<file path="src/sv/spx_pkg.sv">
// Shared types, constants and sub-tile offset tables for the sprite entry tile expander.
// No dependencies.
package spx_pkg;

    localparam int QUEUE_DEPTH = 2;

    localparam int CODE_W = 14;
    localparam int POS_W  = 9;

    typedef enum logic [2:0] {
        K_ONE    = 3'd0,
        K_LINE_H = 3'd1,
        K_LINE_V = 3'd2,
        K_SQ32   = 3'd3,
        K_WIDE   = 3'd4,
        K_TALL   = 3'd5,
        K_SQ64   = 3'd6
    } t_kind;

    typedef enum logic [1:0] {
        ST_IDLE = 2'b01,
        ST_RUN  = 2'b10
    } t_state;

    // One classified entry, as it waits in the queue.
    typedef struct packed {
        logic [CODE_W-1:0] code;
        logic [POS_W-1:0]  x;
        logic [POS_W-1:0]  y;
        logic [3:0]        colour;
        logic [1:0]        flip;   // {flip y, flip x}
        t_kind             kind;
        logic [3:0]        last;   // sub-tile count minus one
    } t_desc;

    // Queue head as seen by the back end.
    typedef struct packed {
        logic  valid;
        t_desc desc;
    } t_head;

    typedef struct packed {
        logic [3:0] off;
        logic [1:0] dx;
        logic [1:0] dy;
    } t_sub;

    // Code offsets, indexed by {flip y, flip x} then by sub-tile number.
    localparam logic [3:0] OFF_SQ32 [4][4] = '{
        '{4'd0, 4'd1, 4'd2, 4'd3},
        '{4'd1, 4'd0, 4'd3, 4'd2},
        '{4'd2, 4'd3, 4'd0, 4'd1},
        '{4'd3, 4'd2, 4'd1, 4'd0}
    };
    localparam logic [3:0] OFF_TALL [4][8] = '{
        '{4'd0, 4'd1, 4'd2, 4'd3, 4'd4, 4'd5, 4'd6, 4'd7},
        '{4'd5, 4'd4, 4'd7, 4'd6, 4'd1, 4'd0, 4'd3, 4'd2},
        '{4'd2, 4'd3, 4'd0, 4'd1, 4'd6, 4'd7, 4'd4, 4'd5},
        '{4'd7, 4'd6, 4'd5, 4'd4, 4'd3, 4'd2, 4'd1, 4'd0}
    };
    localparam logic [3:0] OFF_WIDE [4][8] = '{
        '{4'd0, 4'd1, 4'd2, 4'd3, 4'd4, 4'd5, 4'd6, 4'd7},
        '{4'd1, 4'd0, 4'd3, 4'd2, 4'd5, 4'd4, 4'd7, 4'd6},
        '{4'd6, 4'd7, 4'd4, 4'd5, 4'd2, 4'd3, 4'd0, 4'd1},
        '{4'd7, 4'd6, 4'd5, 4'd4, 4'd3, 4'd2, 4'd1, 4'd0}
    };
    localparam logic [3:0] OFF_SQ64 [4][16] = '{
        '{4'd0, 4'd1, 4'd2, 4'd3, 4'd4, 4'd5, 4'd6, 4'd7,
          4'd8, 4'd9, 4'd10, 4'd11, 4'd12, 4'd13, 4'd14, 4'd15},
        '{4'd5, 4'd4, 4'd7, 4'd6, 4'd1, 4'd0, 4'd3, 4'd2,
          4'd13, 4'd12, 4'd15, 4'd14, 4'd9, 4'd8, 4'd11, 4'd10},
        '{4'd10, 4'd11, 4'd8, 4'd9, 4'd14, 4'd15, 4'd12, 4'd13,
          4'd2, 4'd3, 4'd0, 4'd1, 4'd6, 4'd7, 4'd4, 4'd5},
        '{4'd15, 4'd14, 4'd13, 4'd12, 4'd11, 4'd10, 4'd9, 4'd8,
          4'd7, 4'd6, 4'd5, 4'd4, 4'd3, 4'd2, 4'd1, 4'd0}
    };

    // Code offset and 16-pixel position step of sub-tile idx.
    // Square layouts interleave: x from idx bits 2,0 and y from idx bits 3,1.
    function automatic t_sub sub_tile(t_kind kind, logic [1:0] flip,
                                      logic [3:0] last, logic [3:0] idx);
        t_sub       s;
        logic [3:0] k;
        s = '0;
        k = idx;
        unique case (kind)
            K_ONE: begin
                s = '0;
            end
            K_LINE_H: begin
                k     = flip[0] ? (last - idx) : idx;
                s.off = k;
                s.dx  = k[1:0];
            end
            K_LINE_V: begin
                k     = flip[1] ? (last - idx) : idx;
                s.off = k;
                s.dy  = k[1:0];
            end
            K_SQ32: begin
                s.off = OFF_SQ32[flip][idx[1:0]];
                s.dx  = {1'b0, idx[0]};
                s.dy  = {1'b0, idx[1]};
            end
            K_WIDE: begin
                s.off = OFF_WIDE[flip][idx[2:0]];
                s.dx  = {idx[2], idx[0]};
                s.dy  = {1'b0, idx[1]};
            end
            K_TALL: begin
                s.off = OFF_TALL[flip][idx[2:0]];
                s.dx  = {1'b0, idx[0]};
                s.dy  = idx[2:1];
            end
            K_SQ64: begin
                s.off = OFF_SQ64[flip][idx];
                s.dx  = {idx[2], idx[0]};
                s.dy  = {idx[3], idx[1]};
            end
            default: begin
                s = '0;
            end
        endcase
        return s;
    endfunction

endpackage

</file>
<file path="src/sv/spx_front.sv">
// Front end: takes an entry, filters on visibility and pass, classifies the size.
// Depends on spx_pkg.
module spx_front
    import spx_pkg::*;
(
    input  logic       start,
    input  logic       i_full,
    input  logic [3:0] i_pass_priority,
    input  logic [7:0] i_attr_byte,
    input  logic [7:0] i_code_low_byte,
    input  logic [7:0] i_code_high_byte,
    input  logic [7:0] i_size_color_byte,
    input  logic [7:0] i_y_low_byte,
    input  logic [7:0] i_y_high_byte,
    input  logic [7:0] i_x_low_byte,
    input  logic [7:0] i_x_high_byte,
    output logic       o_push,
    output t_desc      o_desc
);

    logic size_ok;
    logic show;

    always_comb begin
        size_ok       = 1'b1;
        o_desc.kind   = K_ONE;
        o_desc.last   = 4'd0;
        unique case (i_size_color_byte[3:0])
            4'd5:  begin o_desc.kind = K_ONE;    o_desc.last = 4'd0;  end
            4'd6:  begin o_desc.kind = K_LINE_H; o_desc.last = 4'd1;  end
            4'd7:  begin o_desc.kind = K_LINE_H; o_desc.last = 4'd3;  end
            4'd9:  begin o_desc.kind = K_LINE_V; o_desc.last = 4'd1;  end
            4'd13: begin o_desc.kind = K_LINE_V; o_desc.last = 4'd3;  end
            4'd10: begin o_desc.kind = K_SQ32;   o_desc.last = 4'd3;  end
            4'd11: begin o_desc.kind = K_WIDE;   o_desc.last = 4'd7;  end
            4'd14: begin o_desc.kind = K_TALL;   o_desc.last = 4'd7;  end
            4'd15: begin o_desc.kind = K_SQ64;   o_desc.last = 4'd15; end
            default: begin
                size_ok = 1'b0;   // any 8-pixel side
            end
        endcase
        o_desc.code   = {i_code_high_byte, i_code_low_byte[7:2]};
        o_desc.x      = {i_x_high_byte[0], i_x_low_byte};
        o_desc.y      = {i_y_high_byte[0], i_y_low_byte};
        o_desc.colour = i_size_color_byte[7:4];
        o_desc.flip   = i_attr_byte[1:0];
    end

    assign show   = i_attr_byte[2] && (i_attr_byte[7:4] == i_pass_priority) && size_ok;
    assign o_push = start && !i_full && show;

endmodule

</file>
<file path="src/sv/spx_queue.sv">
// Short queue of classified entries between front and back end.
// Depends on spx_pkg.
module spx_queue
    import spx_pkg::*;
#(
    parameter int Depth = QUEUE_DEPTH
) (
    input  logic  i_clk,
    input  logic  i_rst_n,
    input  logic  i_push,
    input  t_desc i_desc,
    input  logic  i_pop,
    output t_head o_head,
    output logic  o_full
);

    localparam int PtrW = (Depth > 1) ? $clog2(Depth) : 1;
    localparam int CntW = $clog2(Depth + 1);
    localparam logic [PtrW-1:0] PtrLast = PtrW'(Depth - 1);
    localparam logic [CntW-1:0] CntFull = CntW'(Depth);

    t_desc           r_mem [Depth];
    logic [PtrW-1:0] r_wr_ptr, n_wr_ptr;
    logic [PtrW-1:0] r_rd_ptr, n_rd_ptr;
    logic [CntW-1:0] r_count, n_count;
    logic            do_pop;

    assign do_pop = i_pop && (r_count != '0);

    always_comb begin
        n_wr_ptr = r_wr_ptr;
        n_rd_ptr = r_rd_ptr;
        n_count  = r_count;
        if (i_push) begin
            n_wr_ptr = (r_wr_ptr == PtrLast) ? '0 : r_wr_ptr + 1'b1;
        end
        if (do_pop) begin
            n_rd_ptr = (r_rd_ptr == PtrLast) ? '0 : r_rd_ptr + 1'b1;
        end
        if (i_push && !do_pop) begin
            n_count = r_count + 1'b1;
        end else if (!i_push && do_pop) begin
            n_count = r_count - 1'b1;
        end
    end

    always_ff @(posedge i_clk) begin
        if (!i_rst_n) begin
            r_wr_ptr <= '0;
            r_rd_ptr <= '0;
            r_count  <= '0;
        end else begin
            r_wr_ptr <= n_wr_ptr;
            r_rd_ptr <= n_rd_ptr;
            r_count  <= n_count;
        end
    end

    always_ff @(posedge i_clk) begin
        if (i_push) begin
            r_mem[r_wr_ptr] <= i_desc;
        end
    end

    assign o_head.valid = (r_count != '0);
    assign o_head.desc  = r_mem[r_rd_ptr];
    assign o_full       = (r_count == CntFull);

endmodule

</file>
<file path="src/sv/spx_back.sv">
// Back end: walks the sub-tiles of one entry, one registered tile command per cycle.
// Depends on spx_pkg.
module spx_back
    import spx_pkg::*;
(
    input  logic        i_clk,
    input  logic        i_rst_n,
    input  t_head       i_head,
    output logic        o_pop,
    output logic        o_strobe,
    output logic [14:0] o_tile_code,
    output logic [9:0]  o_pos_x,
    output logic [9:0]  o_pos_y,
    output logic [3:0]  o_colour,
    output logic        o_mirror_x,
    output logic        o_mirror_y,
    output logic        o_last_tile
);

    t_state      r_state, n_state;
    t_desc       r_desc;
    logic [3:0]  r_idx, n_idx;
    logic        at_last;
    t_sub        sub;

    logic        r_strobe;
    logic [14:0] r_code;
    logic [9:0]  r_px, r_py;
    logic [3:0]  r_col;
    logic        r_fx, r_fy, r_last;

    assign at_last = (r_idx == r_desc.last);
    assign sub     = sub_tile(r_desc.kind, r_desc.flip, r_desc.last, r_idx);
    // next entry is taken on the cycle the current one ends
    assign o_pop   = i_head.valid && ((r_state == ST_IDLE) || at_last);

    always_comb begin
        n_state = r_state;
        n_idx   = r_idx;
        unique case (r_state)
            ST_IDLE: begin
                if (o_pop) begin
                    n_state = ST_RUN;
                    n_idx   = '0;
                end
            end
            ST_RUN: begin
                if (at_last) begin
                    n_state = o_pop ? ST_RUN : ST_IDLE;
                    n_idx   = '0;
                end else begin
                    n_idx   = r_idx + 1'b1;
                end
            end
            default: begin
                n_state = ST_IDLE;
                n_idx   = '0;
            end
        endcase
    end

    always_ff @(posedge i_clk) begin
        if (!i_rst_n) begin
            r_state  <= ST_IDLE;
            r_idx    <= '0;
            r_strobe <= 1'b0;
        end else begin
            r_state  <= n_state;
            r_idx    <= n_idx;
            r_strobe <= (r_state == ST_RUN);
        end
    end

    always_ff @(posedge i_clk) begin
        if (o_pop) begin
            r_desc <= i_head.desc;
        end
        r_code <= {1'b0, r_desc.code} + {11'd0, sub.off};
        r_px   <= {1'b0, r_desc.x} + {4'd0, sub.dx, 4'd0};
        r_py   <= {1'b0, r_desc.y} + {4'd0, sub.dy, 4'd0};
        r_col  <= r_desc.colour;
        r_fx   <= r_desc.flip[0];
        r_fy   <= r_desc.flip[1];
        r_last <= at_last;
    end

    assign o_strobe    = r_strobe;
    assign o_tile_code = r_code;
    assign o_pos_x     = r_px;
    assign o_pos_y     = r_py;
    assign o_colour    = r_col;
    assign o_mirror_x  = r_fx;
    assign o_mirror_y  = r_fy;
    assign o_last_tile = r_last;

endmodule

</file>
<file path="src/sv/sprite_entry_tile_expander.sv">
// Top level of the sprite entry tile expander: front end, entry queue, back end.
// Depends on spx_pkg, spx_front, spx_queue, spx_back.
//
//  channel  | handshake               | payload
//  ---------+-------------------------+---------------------------------------------
//  entry in | start, busy             | i_pass_priority, i_attr_byte, i_*_byte
//  tile out | o_strobe (no backpress) | o_tile_code, o_pos_x/y, o_colour, o_mirror_*,
//           |                         | o_last_tile
//
// An entry transfers on a clock edge with start high and busy low. Hidden
// entries, entries of another pass and sizes with an 8-pixel side are dropped
// on the spot. A kept entry is written into the entry queue, taken into the
// back end's descriptor register when popped, and then gives one tile command
// per cycle through the output registers: 1, 2, 4, 8 or 16 commands; the back
// end sequencer steps through the sub-tiles, and queued entries follow
// without a gap. busy is high while the entry queue is full; the receiver
// never stalls. Reset is synchronous and active low.
module sprite_entry_tile_expander
    import spx_pkg::*;
#(
    parameter int QueueDepth = QUEUE_DEPTH
) (
    input  logic        i_clk,
    input  logic        i_rst_n,
    input  logic        start,
    output logic        busy,
    input  logic [3:0]  i_pass_priority,
    input  logic [7:0]  i_attr_byte,
    input  logic [7:0]  i_code_low_byte,
    input  logic [7:0]  i_code_high_byte,
    input  logic [7:0]  i_size_color_byte,
    input  logic [7:0]  i_y_low_byte,
    input  logic [7:0]  i_y_high_byte,
    input  logic [7:0]  i_x_low_byte,
    input  logic [7:0]  i_x_high_byte,
    output logic        o_strobe,
    output logic [14:0] o_tile_code,
    output logic [9:0]  o_pos_x,
    output logic [9:0]  o_pos_y,
    output logic [3:0]  o_colour,
    output logic        o_mirror_x,
    output logic        o_mirror_y,
    output logic        o_last_tile
);

    logic  push;
    logic  pop;
    logic  full;
    t_desc desc;
    t_head head;

    // decode and filter; only kept entries enter the queue
    spx_front u_front (
        .start             (start),
        .i_full            (full),
        .i_pass_priority   (i_pass_priority),
        .i_attr_byte       (i_attr_byte),
        .i_code_low_byte   (i_code_low_byte),
        .i_code_high_byte  (i_code_high_byte),
        .i_size_color_byte (i_size_color_byte),
        .i_y_low_byte      (i_y_low_byte),
        .i_y_high_byte     (i_y_high_byte),
        .i_x_low_byte      (i_x_low_byte),
        .i_x_high_byte     (i_x_high_byte),
        .o_push            (push),
        .o_desc            (desc)
    );

    // decouples intake from tile emission
    spx_queue #(
        .Depth (QueueDepth)
    ) u_queue (
        .i_clk   (i_clk),
        .i_rst_n (i_rst_n),
        .i_push  (push),
        .i_desc  (desc),
        .i_pop   (pop),
        .o_head  (head),
        .o_full  (full)
    );

    // sub-tile sequencer with registered command outputs
    spx_back u_back (
        .i_clk       (i_clk),
        .i_rst_n     (i_rst_n),
        .i_head      (head),
        .o_pop       (pop),
        .o_strobe    (o_strobe),
        .o_tile_code (o_tile_code),
        .o_pos_x     (o_pos_x),
        .o_pos_y     (o_pos_y),
        .o_colour    (o_colour),
        .o_mirror_x  (o_mirror_x),
        .o_mirror_y  (o_mirror_y),
        .o_last_tile (o_last_tile)
    );

    // intake stops only on a full queue
    assign busy = full;

endmodule

</file>
<file path="config.mk">
export PLATFORM = sky130hd
export DESIGN_NAME = sprite_entry_tile_expander
export DESIGN_NICKNAME = d
export VERILOG_FILES = /design/src/sv/spx_pkg.sv /design/src/sv/spx_front.sv /design/src/sv/spx_queue.sv /design/src/sv/spx_back.sv /design/src/sv/sprite_entry_tile_expander.sv
export SDC_FILE = /design/constraint.sdc
export NUM_CORES = 1
export LEC_CHECK = 0
export BUFFER_PORTS_ARGS = -buffer_cell sky130_fd_sc_hd__buf_2
export CAP_MARGIN = 20
export CORE_UTILIZATION = 50
export DETAILED_ROUTE_END_ITERATION = 12
export PLACE_DENSITY = 0.72
export SYNTH_ARGS = -nofsm -noshare
export SYNTH_HDL_FRONTEND = slang
export SYNTH_SLANG_ARGS = --single-unit
</file>
<file path="constraint.sdc">
create_clock -name i_clk -period 8.5 [get_ports i_clk]
set_clock_uncertainty 0.1 [all_clocks]
set_input_delay 0.425 -clock i_clk [delete_from_list [all_inputs] [get_ports i_clk]]
set_output_delay 0.425 -clock i_clk [all_outputs]
set_load 0.05 [all_outputs]
</file>
Word level (Yosys, flattened, before mapping)

Memory sizes are Yosys's and may differ from the RTL's. A register that Yosys moved wholly into a read port is not among the register bits.
Cells that the tools add are included.

Bitwise gates (word level): 4
Add/sub/neg operators: 9
Reductions and logical operators: 19
Shifts and indexed selects: 0
Multiplexer cells: 44
Multipliers: 0
Equal/unequal tests: 22
Order comparisons: 4
Divide/modulo/power cells: 0

Operator list:

| cell                                           | number |
|---|---|
| binary-select mux 32 bit (select 2 bit)        | 2 |
| binary-select mux 64 bit (select 2 bit)        | 1 |
| 2-to-1 mux 32 bit                              | 4 |
| 2-to-1 mux 64 bit                              | 2 |
| one-hot mux 7 bit (8 select lines)             | 1 |
| 2-to-1 mux 4 bit                               | 12 |
| binary-select mux 16 bit (select 2 bit)        | 1 |
| 2-to-1 mux 16 bit                              | 2 |
| binary-select mux 4 bit (select 3 bit)         | 2 |
| == test 4 bit (second input constant)          | 6 |
| one-hot mux 4 bit (6 select lines)             | 1 |
| adder 9 x 6 -> 10 bit                          | 2 |
| binary-select mux 4 bit (select 4 bit)         | 1 |
| adder 14 x 4 -> 15 bit                         | 1 |
| == test 4 x 3 -> 1 bit (second input constant) | 3 |
| 2-to-1 mux 2 bit                               | 5 |
| == test 3 bit (second input constant)          | 3 |
| OR reduction 9 bit                             | 1 |
| binary-select mux 4 bit (select 2 bit)         | 1 |
| == test 4 bit                                  | 2 |
| logical AND 1 bit                              | 8 |
| one-hot mux 2 bit (4 select lines)             | 1 |
| one-hot mux 4 bit (2 select lines)             | 1 |
| == test 3 x 2 -> 1 bit (second input constant) | 2 |
| other kinds (23)                               | 37 |

Word-level logic and storage cells: 116
Latch bits: 0
Register bits after elaboration: 53
Bits in writable memories: 90
Output and inout port bits: 44
Input bits: 71
Memories kept: 1
Memory bits (read-only): 0

Memory list:

| memory        | depth | bits a word | rd ports | clocked after Yosys merged registers in | write ports | line            | RTL |
|---|---|---|---|---|---|---|---|
| u_queue.r_mem | 2     | 45          | 1        | 1                                       | 1           | spx_queue.sv:22 | `t_desc r_mem [Depth];` |

Depth between registers and ports, before layout

Gate-level depths: netlist of the first run.

Depth after elaboration: 9
Mapped depth: 13

Hierarchy

From an unflattened synthesis of the first run, not the netlist that was laid out.

Cells, all modules: 508
Area, all modules: 7,497.2 um2

By module, submodules not included:

| module    | seq. area each (um2) | cells an instance | instances | area an instance (um2) |
|---|---|---|---|---|
| spx_back  | 2,332.2              | 283               | 1         | 3,574.7 |
| spx_queue | 2,802.7              | 162               | 1         | 3,464.6 |
| spx_front | 0.0                  | 63                | 1         | 457.9 |

Worst setup path before layout of the first run

No wires, ideal clock.

Path kind: register -> register
From: register u_queue.r_count[0]
To: memory u_queue.r_mem[0][0] (netlist bit) (enable)
Buffers on the path: 1
Arrival: 3.164 ns
Cell stages (with the launch flop): 5
Setup slack: 4.785 ns
Path through: dfxtp_1 buf_2 nor2b_1 nor4_2 nor2b_1

Longest elaborated chain between the ends: 6

RTL lines:

| element                                | line                             | RTL |
|---|---|---|
| start: declaration                     | spx_queue.sv:25                  | `logic [CntW-1:0] r_count, n_count;` |
| start signal: assignment               | spx_queue.sv:55                  | `r_count <= n_count;` |
| == test 2 bit                          | spx_queue.sv:67                  | `assign o_full = (r_count == CntFull);` |
| net busy                               | sprite_entry_tile_expander.sv:26 | `output logic busy,` |
| zero test 1 bit                        | spx_front.sv:50                  | `assign o_push = start && !i_full && show;` |
| logical AND 1 bit (2 in series)        | spx_front.sv:50                  |  |
| net push                               | sprite_entry_tile_expander.sv:46 | `logic push;` |
| 2-to-1 mux 1 bit                       | spx_queue.sv:60                  | `if (i_push) begin` |
| 2-to-1 mux 1 bit (implied by the code) | spx_queue.sv:61                  | `r_mem[r_wr_ptr] <= i_desc;` |
| end: declaration                       | spx_queue.sv:22                  |  |

The timed path passes the listed nets, and every way through them passes these cells.

Worst setup path after layout of the first run

From: register u_back.r_idx[0]
To: register u_back.r_code[8] (netlist: u_back.o_tile_code[8])

Longest elaborated chain between the ends: 6
Elaborated cells on any way between the ends: 20
Classes of those cells: add/sub (2); mux (15); bitwise (3)

RTL lines:

| element                                                        | line           | RTL |
|---|---|---|
| start: declaration                                             | spx_back.sv:22 | `logic [3:0] r_idx, n_idx;` |
| start signal: assignment                                       | spx_back.sv:69 | `r_idx <= n_idx;` |
| NOT 4 -> 5 bit (implied by the code) (tied with other cells)   | spx_pkg.sv:116 | `s.off = OFF_SQ64[flip][idx];` |
| binary-select mux 4 bit (select 4 bit) (tied with other cells) | spx_pkg.sv:116 |  |
| 2-to-1 mux 4 bit (on tied branches) (2 in series)              | --             |  |
| one-hot mux 4 bit (6 select lines) *                           | spx_pkg.sv:86  | `unique case (kind)` |
| adder 14 x 4 -> 15 bit *                                       | spx_back.sv:78 | `r_code <= {1'b0, r_desc.code} + {11'd0, sub.off};` |
| end signal: assignment                                         | spx_back.sv:78 |  |
| end: declaration                                               | spx_back.sv:27 | `logic [14:0] r_code;` |

Every way passes the cells marked *; elsewhere a longest branch is shown, timed or not. The select of a mux whose other input is x is not followed.
A chain may end at the register's enable or synchronous reset.

==> impl_results.md, run 1 <==
- CTS max path bufs: 2
- Post-synth EDFFs: 132
- Post-synthesis mux area share: 7.68%
- Placed cell count: 737
- Filler Cell Count: 1065
- CTS buffer count: 17
- IR drop worst, VDD: 0.179 mV
- I/O pin total: 115
- Synth Area in XOR/XNOR: 3.55%
- Max H-tree Level: 4
- Final #Nets: 668
- WP data required: 8.71 ns
- Max_cap viols: 0
- Commonest cells in the netlist: edfxtp_1, dfxtp_1, mux2_2
- Relative slew slack: 32.2%
- Die height: 121 µm
- Post-synth top area share: 55.7%
- Syn Area/Cell: 15.1 µm²
- Sequential cell area: 5030 µm²
- CP endpoint kind: flip-flop
- Mapped Area: 7120 µm²
- Top cell type by total area after synthesis: edfxtp_1
- Static Leak: 3.16 nW
- Via count: 4047
- FP Rows: 43
- Multi-input logic area: 1960 µm²
- RSZ-0062 raised after global routing: no
- Vias/cell: 5.24
- Drt drc: 0
- Congestion Overflow GR: 0
- Global-route wire length before repair: 19100 µm
- Syn nets: 562
- Power Density: 354 nW/µm²
- Most common cell in the netlist: edfxtp_1
- CORE AREA: 13900 µm²
- Final setup viols: 0
- Routed Antenna Nets: 0
- Min Tclk post-route: 3.18 ns
- Fin crit share: 37.4%
- Share of layout cells above drive strength 1: 31.6%
- IO Port Bufs: 97
- Compound-Gate Fraction of Synth Area: 5.17%
- R2R setup slack: 5.32 ns
- Arr. time, crit path: 3.39 ns
- Final Hold Viols: 0
- Post-synthesis simple-gate area fraction: 7.24%
- TNS Setup: 0 ns
- Main combinational cell family by area after synthesis: multiplexers
- Pre-Repair DR Iteration Count: 5
- Root Driver: clkbuf_16
- Clock Sinks: 185
- Status: finished, final reports clean
- CP Max Fanout: 9
- Synthesis Warnings: 0
- Final Max Tran Viols: 0
- Dpl hpwl: 7810 µm
- Tot GR Track Use: 17.5%
- Vias in the first global route: 4017
- Critical Path Start Type: flip-flop
- WL per Instance: 15.6 µm
- Post-synthesis adder-cell area fraction: 3.76%
- Clk_lat worst skew: 0.41 ns
- Tightest Pin Transition: 1.02 ns
- Hold buffers post-CTS: 0
- Worst hold stages: 1
- Fmax: 0.315 GHz
- FF+latch count, synth: 185
- Area contributors post-synth: edfxtp_1, dfxtp_1, mux2_2
- Post-Syn Instances: 472
- Routability cong.: 0.830
- DRT iter0 DRCs: 227
- Main flop type after synthesis: edfxtp_1
- Unique cell type count in the Yosys netlist: 53
- Die Area: 14700 µm²
- R2R cell count: 10
- Initial Util: 51.3%
- Sequential area share after synthesis: 70.6%
- Total Wirelength: 12000 µm
- Largest net degree at the start of global routing: 47
- Post-CTS resize count: 0
- Synth async-reset ratio: 0%
- Initial antenna violation count: 1
- Die width: 121 µm
- Final Non-Filler Cells: 772
- Post-CTS setup buffer count: 0
- Hold Crit Class: in -> reg
- CTS tree: built
- Setup CP Type: reg -> reg
- Area Growth Syn to Fin: 18.8%
- Reg clk slew, reported paths: 0.07 ns
==> cell type report <==
| class | count | share of cell area (%) |
|---|---|---|
| Sequential cell | 185 | 59.4 |
| Clock buffer | 17 | 5.03 |
| Inverter | 23 | 1.02 |
| Multi-Input combinational cell | 251 | 23.2 |
| Clock inverter | 15 | 2.32 |
| Tap cell | 180 | 2.66 |
| Antenna cell | 1 | 0.0296 |
| Timing Repair Buffer | 100 | 6.30 |
==> cell families (layout without fill, tap and decap cells) <==
| kind of cell | after synthesis | count (layout) |
|---|---|---|
| buffers and inverters | 36 | 155 |
| AO/OA/AOI/OAI | 56 | 56 |
| multiplexers | 49 | 49 |
| AND/OR/NAND/NOR | 99 | 99 |
| flip-flops | 185 | 185 |
| adder cells (fa/ha/maj) | 19 | 19 |
| other | 0 | 1 |
| XOR/XNOR | 28 | 28 |
==> per-stage QoR <==
stage               hold WS (ns)  util (%)  instance area (µm²)  setup WS [ns]  power, W
floorplan                  0.223         -                 7120           4.79   0.00197
global route              0.0736      60.9                 8450           5.14   0.00313
detailed placement         0.230      56.1                 7790           5.41   0.00219
global placement           0.226      56.1                 7790           5.48   0.00216
CTS                       0.0782      60.6                 8410           5.36   0.00301
finish                    0.0963      60.9                 8450           5.32   0.00299
==> layout by cell type (no fill, tap or decap), types with 6 or more instances in the layout <==
master     count
nand2_1       28
mux2_2        45
inv_1         22
clkbuf_16     17
dfxtp_1       52
nor2_1        19
ha_1          15
xnor2_1       20
nand3_1       12
a21oi_1       16
nand2b_1       6
xor2_1         7
buf_2         97
o21ai_0       12
nor2b_1        8
edfxtp_1     132
==> final timing paths <==
check / to / startpoint
min reg2reg: u_back.o_pos_x[0]$_DFF_P_ / u_back.r_desc[22]$_DFFE_PP_
max reg2reg: u_back.o_tile_code[8]$_DFF_P_ / u_back.r_idx[0]$_SDFFE_PN0P_
max: u_back.o_tile_code[8]$_DFF_P_ / u_back.r_idx[0]$_SDFFE_PN0P_
min: u_queue.r_mem[1][10]$_DFFE_PP_ / i_size_color_byte[5]
==> state kept, by name, indices dropped and copies added, names as in the netlist <==
signal,count
u_queue.r_mem,88
u_back.r_desc,44
u_back.o_tile_code,15
u_back.o_pos_x,10
u_back.o_pos_y,10
u_back.o_colour,4
u_back.r_idx,4
u_back.r_state,2
u_queue.r_count,2
u_back.o_last_tile,1
u_back.o_mirror_x,1
u_back.o_mirror_y,1
u_back.o_strobe,1
u_queue.r_rd_ptr,1
u_queue.r_wr_ptr,1
==> critical path: stages (launching register included) <==
cell,delay (ns)
dfxtp_1,0.55
ha_1,0.26
fa_1,0.47
o22ai_1,0.14
a21oi_1,0.08
o221a_2,0.31
fa_1,0.43
nor2b_1,0.18
o31a_1,0.27
nand4_1,0.15
xnor2_1,0.14
==> power breakdown <==
part           switching, W  total, W  internal [W]
Clock              0.000322  0.000816      0.000494
Sequential         0.000112   0.00130       0.00119
Combinational      0.000609  0.000872      0.000263
Total               0.00104   0.00299       0.00195
==> metal layers <==
| metal | up-vias | wire (µm) | global-route usage (%) |
|---|---|---|---|
| met5 | - | 0 | 0 |
| met4 | 0 | 206 | 8.95 |
| met1 | 1985 | 5000 | 19.8 |
| met2 | 104 | 6230 | 30.2 |
| met3 | 17 | 607 | 4.61 |
| li1 | 1941 | - | - |
(Power assumes the default switching activity.)
==> run 2: changes to the inputs <==
Settings changed: ABC_AREA set to 1.
Clock period 8.5 ns to 3 ns, I/O delays scaled along.
==> run 2 against run 1 <==
  * Via count rose by 14%
  * Design area grew 5.0%
  * Power grew to 2.9 times the previous value
  * First-iteration DRC count up 80%
  * Register-to-register slack lost 5.1 ns
  * Combinational power rose to 3.2 times the previous value
  * Die area up 0.45%
  * Clock-buffer cell count grew 3
  * Largest cell class unchanged
  * Hold slack worse by 0.061 ns
==> impl_results.md, run 2 <==
- Hold Crit Class: in -> reg
- Reg clk slew, reported paths: 0.07 ns (about the same)
- Mapped Area: 7150 µm² (+0.46%)
- Die height: 122 µm (+0.22%)
- TNS Setup: 0 ns (unchanged)
- Area Growth Syn to Fin: 24.2%
- Vias in the first global route: 4548 (+13%)
- Sequential area share after synthesis: 70.3% (-0.32 points)
- Reg2Reg Launch Point: u_back.r_idx[0]$_SDFFE_PN0P_
- Pre-CTS WS: 0.182 ns (-5.23 ns)
- DRT iter0 DRCs: 408 (+80%)
- Root Driver: clkbuf_16
- Die Area: 14800 µm² (+0.45%)
- FF+latch count, synth: 185 (unchanged)
- Final WS setup: 0.212 ns (-5.11 ns)
- IR drop worst, VDD: 0.581 mV (+230%)
- Post-Syn Instances: 628 (+33%)
- Drt drc: 0 (unchanged)
- Buf+Inv Stages, Crit Path: 1 (+1)
- Hold_sp: i_size_color_byte[0]
- Top Family by Delay on Critical Path: adder cells
- Clk_lat worst skew: 0.42 ns (about the same)
- Pre-Repair DR Iteration Count: 4 (-1)
- CP endpoint kind: flip-flop
- Top cell by count, worst path: nand2_1
- Arr. time, crit path: 3.00 ns (-0.39 ns)
- WP data required: 3.21 ns (-5.50 ns)
- CTS max path bufs: 2 (unchanged)
- Via count: 4623 (+14%)
- Final setup viols: 0 (unchanged)
- Most common cell in the netlist: nand2_1
- Die width: 122 µm (+0.22%)
- Syn Area/Cell: 11.4 µm² (-24%)
- Max H-tree Level: 4 (unchanged)
- Synth async-reset ratio: 0% (unchanged)
- Main flop type after synthesis: edfxtp_1
- Post-synth EDFFs: 132 (unchanged)
- Routability cong.: 0.794 (-4.3%)
- Worst path max stage delay: 0.52 ns (-0.03 ns)
- Final Max Tran Viols: 0 (unchanged)
- Initial Util: 51.3% (about the same)
- Commonest cells in the netlist: nand2_1, edfxtp_1, inv_1
- Most frequent cells in the layout: nand2_1, edfxtp_1, buf_2
- Largest net degree at the start of global routing: 46 (-2.1%)
- Max reg flops: 88 (unchanged)
- Max_cap viols: 0 (unchanged)
- IO Port Bufs: 97 (unchanged)
- Share of layout cells above drive strength 1: 19.2% (-12 points)
- Tightest Pin Transition: 0.804 ns (-0.211 ns)
- FP Rows: 43 (unchanged)
- Filler Cell Count: 1041 (-2.3%)
- Critical Path Start Type: flip-flop
- Tot GR Track Use: 18.7% (+1.3 points)
- Synthesis Warnings: 0 (unchanged)
- Status: finished, final reports clean
- Worst path slowest cell: fa_1
- Static Leak: 3.86 nW (+22%)
- CP Max Fanout: 6 (-3)
- Total power: 0.00864 W (+190%)
- Power Density: 972 nW/µm² (+170%)
- Most common cell after layout, fill and taps aside: nand2_1
- Crit path launch: u_back.r_idx[0]$_SDFFE_PN0P_
- Crit path cell chain: ha_1 > fa_1 > nand2_1 > o211ai_1 > nand2_1 > nor2_2 > inv_1 > ha_1 > nand3_1 > nand2_1 > nand3_1 > nand2_2 > nand2_1 > nand2_1 > nand2_1
- Initial antenna violation count: 0 (-1)
- Setup CP Type: reg -> reg
- Relative slew slack: 46.3% (+14 points)
- Clock Sinks: 185 (unchanged)
- WL per Instance: 13.2 µm (-15%)
- I/O pin total: 115 (unchanged)
- Congestion Overflow GR: 0 (unchanged)
- Final Hold Viols: 0 (unchanged)
- Vias/cell: 4.76 (-9.2%)
- CTS buffer count: 17 (unchanged)
- Largest Register: u_queue.r_mem
- Routed Antenna Nets: 0 (unchanged)
- Final #Nets: 868 (+30%)
- Fin crit share: 92.9% (+56 points)
- Post-CTS setup buffer count: 0 (unchanged)
- Post-synth top area share: 55.4% (-0.25 points)
- CTS tree: built
- Area contributors post-synth: edfxtp_1, dfxtp_1, nand2_1
- Antenna diodes: 0 (-1)
- Global-route wire length before repair: 20900 µm (+9.2%)
- Dpl hpwl: 8280 µm (+6.1%)
- Unique cell type count in the Yosys netlist: 31 (-42%)
- Hold_ws: 0.0350 ns (-0.0613 ns)
- CORE AREA: 13900 µm² (+0.39%)
- Total Wirelength: 12900 µm (+6.7%)
- Fmax: 0.359 GHz (+14%)
- Syn nets: 718 (+28%)
- Min Tclk post-route: 2.79 ns (-0.388 ns)
- Top cell type by total area after synthesis: edfxtp_1
run 2: cell count changes after synthesis, moves of 9 or more:
cell and change:
nand2_1 +193, xnor2_1 -15, nor2_1 +11, mux2_2 -45
nor2b_1 -9, inv_1 +42
run 2: what timing repair did:
item | in CTS | in global routing
setup endpoints to repair | 0 | 3
hold buffers | 39 | 0
endpoints found under the hold margin | 87 | 0
gates resized for setup | 0 | 2
run 2: final cells by class:
class / count / area, µm² / share of cell area, %
sequential: 185 / 5030 / 56.6
multi-input combinational: 366 / 1840 / 20.7
timing repair buffer: 143 / 966 / 10.9
clock buffer: 20 / 437 / 4.92
inverter: 65 / 244 / 2.75
tap: 180 / 225 / 2.54
clock inverter: 12 / 148 / 1.66
run 2: logic make-up after synthesis:
group	after synthesis	synth area share (%)
and+or+nand+nor	295	16.8
DFF	185	70.3
buffers and inverters	77	4.34
AOI/OAI and AO/OA	33	2.50
xor gates and xnor gates	19	2.33
adders and majority gates	19	3.74
run 2: metrics by stage:
stage / area, µm² / instances / util, %
floorplan: 7160 / 628 / -
global placement: 7900 / 900 / 56.7
detailed placement: 7900 / 900 / 56.7
CTS: 8880 / 971 / 63.7
global route: 8880 / 971 / 63.7
finish: 8880 / 971 / 63.7
run 2: worst paths after layout:
| kind | endpoint | slack (ns) | depth (start not counted) |
|---|---|---|---|
| min reg2reg | u_back.o_colour[2]$_DFF_P_ | 0.24 | 0 |
| max | u_back.o_tile_code[13]$_DFF_P_ | 0.21 | 15 |
| max reg2reg | u_back.o_tile_code[13]$_DFF_P_ | 0.21 | 15 |
| min | u_queue.r_mem[1][0]$_DFFE_PP_ | 0.03 | 3 |
run 2: tightest hold or removal path, stage by stage:
cell and delay (ns):
buf_2 0.12, nand2_1 0.08, nand2_1 0.09
run 2: layer usage:
layer / global-route usage (%) / wire length [µm] / vias up
met3: 5.57 / 556 / 8
li1: - / - / 2366
met5: 0 / 0 / -
met1: 21.7 / 5440 / 2154
met4: 6.94 / 144 / 0
met2: 32.8 / 6710 / 95
run 2: where the power goes:
| part | switching (W) | total [W] | internal [W] |
|---|---|---|---|
| Clock | 0.000914 | 0.00215 | 0.00124 |
| Sequential | 0.000255 | 0.00365 | 0.00340 |
| Combinational | 0.00206 | 0.00283 | 0.000772 |
==> run 3: changes to the inputs <==
Settings changed: ABC_AREA 1 to unset.
==> run 3 against run 2 <==
  * Combinational power fell by 7.1%
  * Power fell by 3.8%
  * Hold slack improved by 0.013 ns
  * Worst setup slack got worse by 0.055 ns
  * Highest routed layer unchanged
  * Non-clock buffer count rose by 1
  * Critical endpoint is now u_back.o_tile_code[8]$_DFF_P_
  * Final cell count fell by 16%
  * Clock-buffer cell count rose by 3
  * Design area fell by 0.69%
  * Fmax fell by 1.9%
  * Wire length fell by 1.9%
  * Clock power fell by 6%
==> impl_results.md, run 3 (synthesis results as in run 1) <==
- Final Hold Viols: 0 (unchanged)
- Area Growth Syn to Fin: 23.9%
- R2R cell count: 11 (-4)
- Pre-Repair DR Iteration Count: 4 (unchanged)
- Clock share of power: 24.4% (-0.5 points)
- Routability cong.: 0.806 (+1.4%)
- Worst reg2reg path endpoint: u_back.o_tile_code[8]$_DFF_P_
- Largest net degree at the start of global routing: 47 (+2.2%)
- CTS buffer count: 17 (unchanged)
- Routed Antenna Nets: 0 (unchanged)
- Vias/cell: 5.14 (+8.0%)
- Hold_sp: i_size_color_byte[2]
- Most common cell after layout, fill and taps aside: edfxtp_1
- Arr. time, crit path: 3.05 ns (+0.05 ns)
- CTS max path bufs: 2 (unchanged)
- DRT iter0 DRCs: 304 (-25%)
- Net switching power: 0.00295 W (-8.5%)
- Via count: 4181 (-9.6%)
- Static Leak: 3.32 nW (-14%)
- Final Max Tran Viols: 0 (unchanged)
- Dpl hpwl: 7940 µm (-4.1%)
- I/O pin total: 115 (unchanged)
- Max_cap viols: 0 (unchanged)
- CORE AREA: 13900 µm² (-0.39%)
- Min Tclk post-route: 2.84 ns (+0.0554 ns)
- Fin crit share: 94.8% (+1.8 points)
- Final setup viols: 0 (unchanged)
- Hold Crit Class: in -> reg
- Die width: 121 µm (-0.22%)
- RSZ-0062 raised after global routing: no
- IR drop worst, VDD: 0.432 mV (-26%)
- CTS tree: built
- Sequential cell area: 5030 µm² (unchanged)
- Global-route wire length before repair: 19900 µm (-4.7%)
- Initial antenna violation count: 0 (unchanged)
- Tot GR Track Use: 18.2% (-0.57 points)
- CP endpoint kind: flip-flop
- WL per Instance: 15.5 µm (+17%)
- Status: finished, final reports clean
- Total Wirelength: 12600 µm (-1.9%)
- Comb pwr share: 31.7% (-1.1 points)
- Tightest Pin Transition: 0.667 ns (-0.137 ns)
- Antenna diodes: 0 (unchanged)
- Reg clk slew, reported paths: 0.06 ns (about the same)
- Setup CP Type: reg -> reg
- Part of the power in registers: 43.9% (+1.6 points)
- Drt drc: 0 (unchanged)
- FP Rows: 43 (unchanged)
- Fmax: 0.352 GHz (-1.9%)
- Largest Register: u_queue.r_mem
- Hold_ws: 0.0477 ns (+0.0127 ns)
- WP data required: 3.21 ns (about the same)
- Switching share of power: 35.5% (-1.8 points)
- Share of layout cells above drive strength 1: 29.9% (+11 points)
- Crit path launch: u_back.r_desc[0]$_DFFE_PP_
- Die height: 121 µm (-0.22%)
- Relative slew slack: 55.5% (+9.2 points)
- Critical Path Start Type: flip-flop
- CP Max Fanout: 6 (unchanged)
- Power Density: 942 nW/µm² (-3.1%)
- Multi-input logic area: 1980 µm² (+7.8%)
- Post-CTS setup buffer count: 0 (unchanged)
- TNS Setup: 0 ns (unchanged)
- Total power: 0.00831 W (-3.8%)
- Vias in the first global route: 4206 (-7.5%)
- Max H-tree Level: 4 (unchanged)
- Worst Setup EP: u_back.o_tile_code[8]$_DFF_P_
- Clk_lat worst skew: 0.42 ns (about the same)
- R2R setup slack: 0.16 ns (-0.06 ns)
- Final #Nets: 712 (-18%)
- IO Port Bufs: 97 (unchanged)
- Filler Cell Count: 1042 (+0.096%)
- Root Driver: clkbuf_16
- Clock Sinks: 185 (unchanged)
- Most frequent cells in the layout: edfxtp_1, buf_2, dfxtp_1
- Die Area: 14700 µm² (-0.44%)
- Congestion Overflow GR: 0 (unchanged)
- Max reg flops: 88 (unchanged)
- Initial Util: 51.3% (about the same)
- P_int: 0.00535 W (-0.96%)
- Reg2Reg Launch Point: u_back.r_desc[0]$_DFFE_PP_
run 3: cell count changes in the layout (fill, tap and decap cells not counted), moves of 8 or more:
| cell | delta |
|---|---|
| nand2_1 | -192 |
| xnor2_1 | +15 |
| nor2_1 | -8 |
| inv_1 | -41 |
| mux2_2 | +45 |
run 3: how the worst min path moves through the flow:
| stage | slack [ns] | cells past startpoint | endpoint |
|---|---|---|---|
| finish | 0.05 | 3 | u_queue.r_mem[0][6]$_DFFE_PP_ |
| global route | 0.04 | 2 | u_queue.r_mem[1][5]$_DFFE_PP_ |
| CTS | 0.03 | 3 | u_queue.r_mem[0][6]$_DFFE_PP_ |
| detailed placement | 0.23 | 0 | u_back.o_pos_x[1]$_DFF_P_ |
| global placement | 0.23 | 0 | u_back.o_pos_y[1]$_DFF_P_ |
| floorplan | 0.14 | 1 | u_back.r_state[0]$_SDFFE_PN1P_ |
run 3: final cells by class:
cell class,count,area share [%]
repair buffers,144,11.0
clock inverters,7,0.823
clock buffers,23,5.19
well taps,180,2.55
flip-flops and latches,185,57.0
multi-input cells,251,22.4
inverters,23,0.979
run 3: worst max-delay path: stages (launching register included):
cell,delay [ns]
edfxtp_1,0.32
inv_1,0.04
ha_1,0.20
fa_1,0.51
o22ai_1,0.13
a21oi_1,0.07
o221a_2,0.29
fa_2,0.38
nor2b_2,0.14
o31a_1,0.27
nand4_1,0.14
xnor2_1,0.15
run 3: power groups by stage:
stage	logic, W	clock network [W]	registers (W)
after floorplan	0.00115	0	0.00444
after global placement	0.00251	0	0.00368
after detailed placement	0.00257	0	0.00369
after CTS	0.00263	0.00206	0.00365
after global routing	0.00284	0.00217	0.00371
final	0.00263	0.00203	0.00365
run 3: stage by stage:
stage	area (µm²)	setup slack (ns)	instances	util (%)
after global placement	7880	0.176	744	56.8
after global routing	8820	0.0144	813	63.5
after CTS	8800	0.101	813	63.4
final	8820	0.157	813	63.5
after floorplan	7120	0.103	472	-
after detailed placement	7880	0.104	744	56.8
run 3: timing repair:
item	CTS	global route
hold endpoints to repair	80	0
setup endpoints to repair	0	5
hold buffers	39	0
resized for setup	0	4
run 3: routing by layer:
| layer | wire, µm | global-route usage (%) | up-vias |
|---|---|---|---|
| li1 | - | - | 2028 |
| met1 | 5240 | 21.1 | 2032 |
| met2 | 6600 | 31.6 | 101 |
| met3 | 567 | 5.59 | 20 |
| met4 | 195 | 6.48 | 0 |
| met5 | 0 | 0 | - |
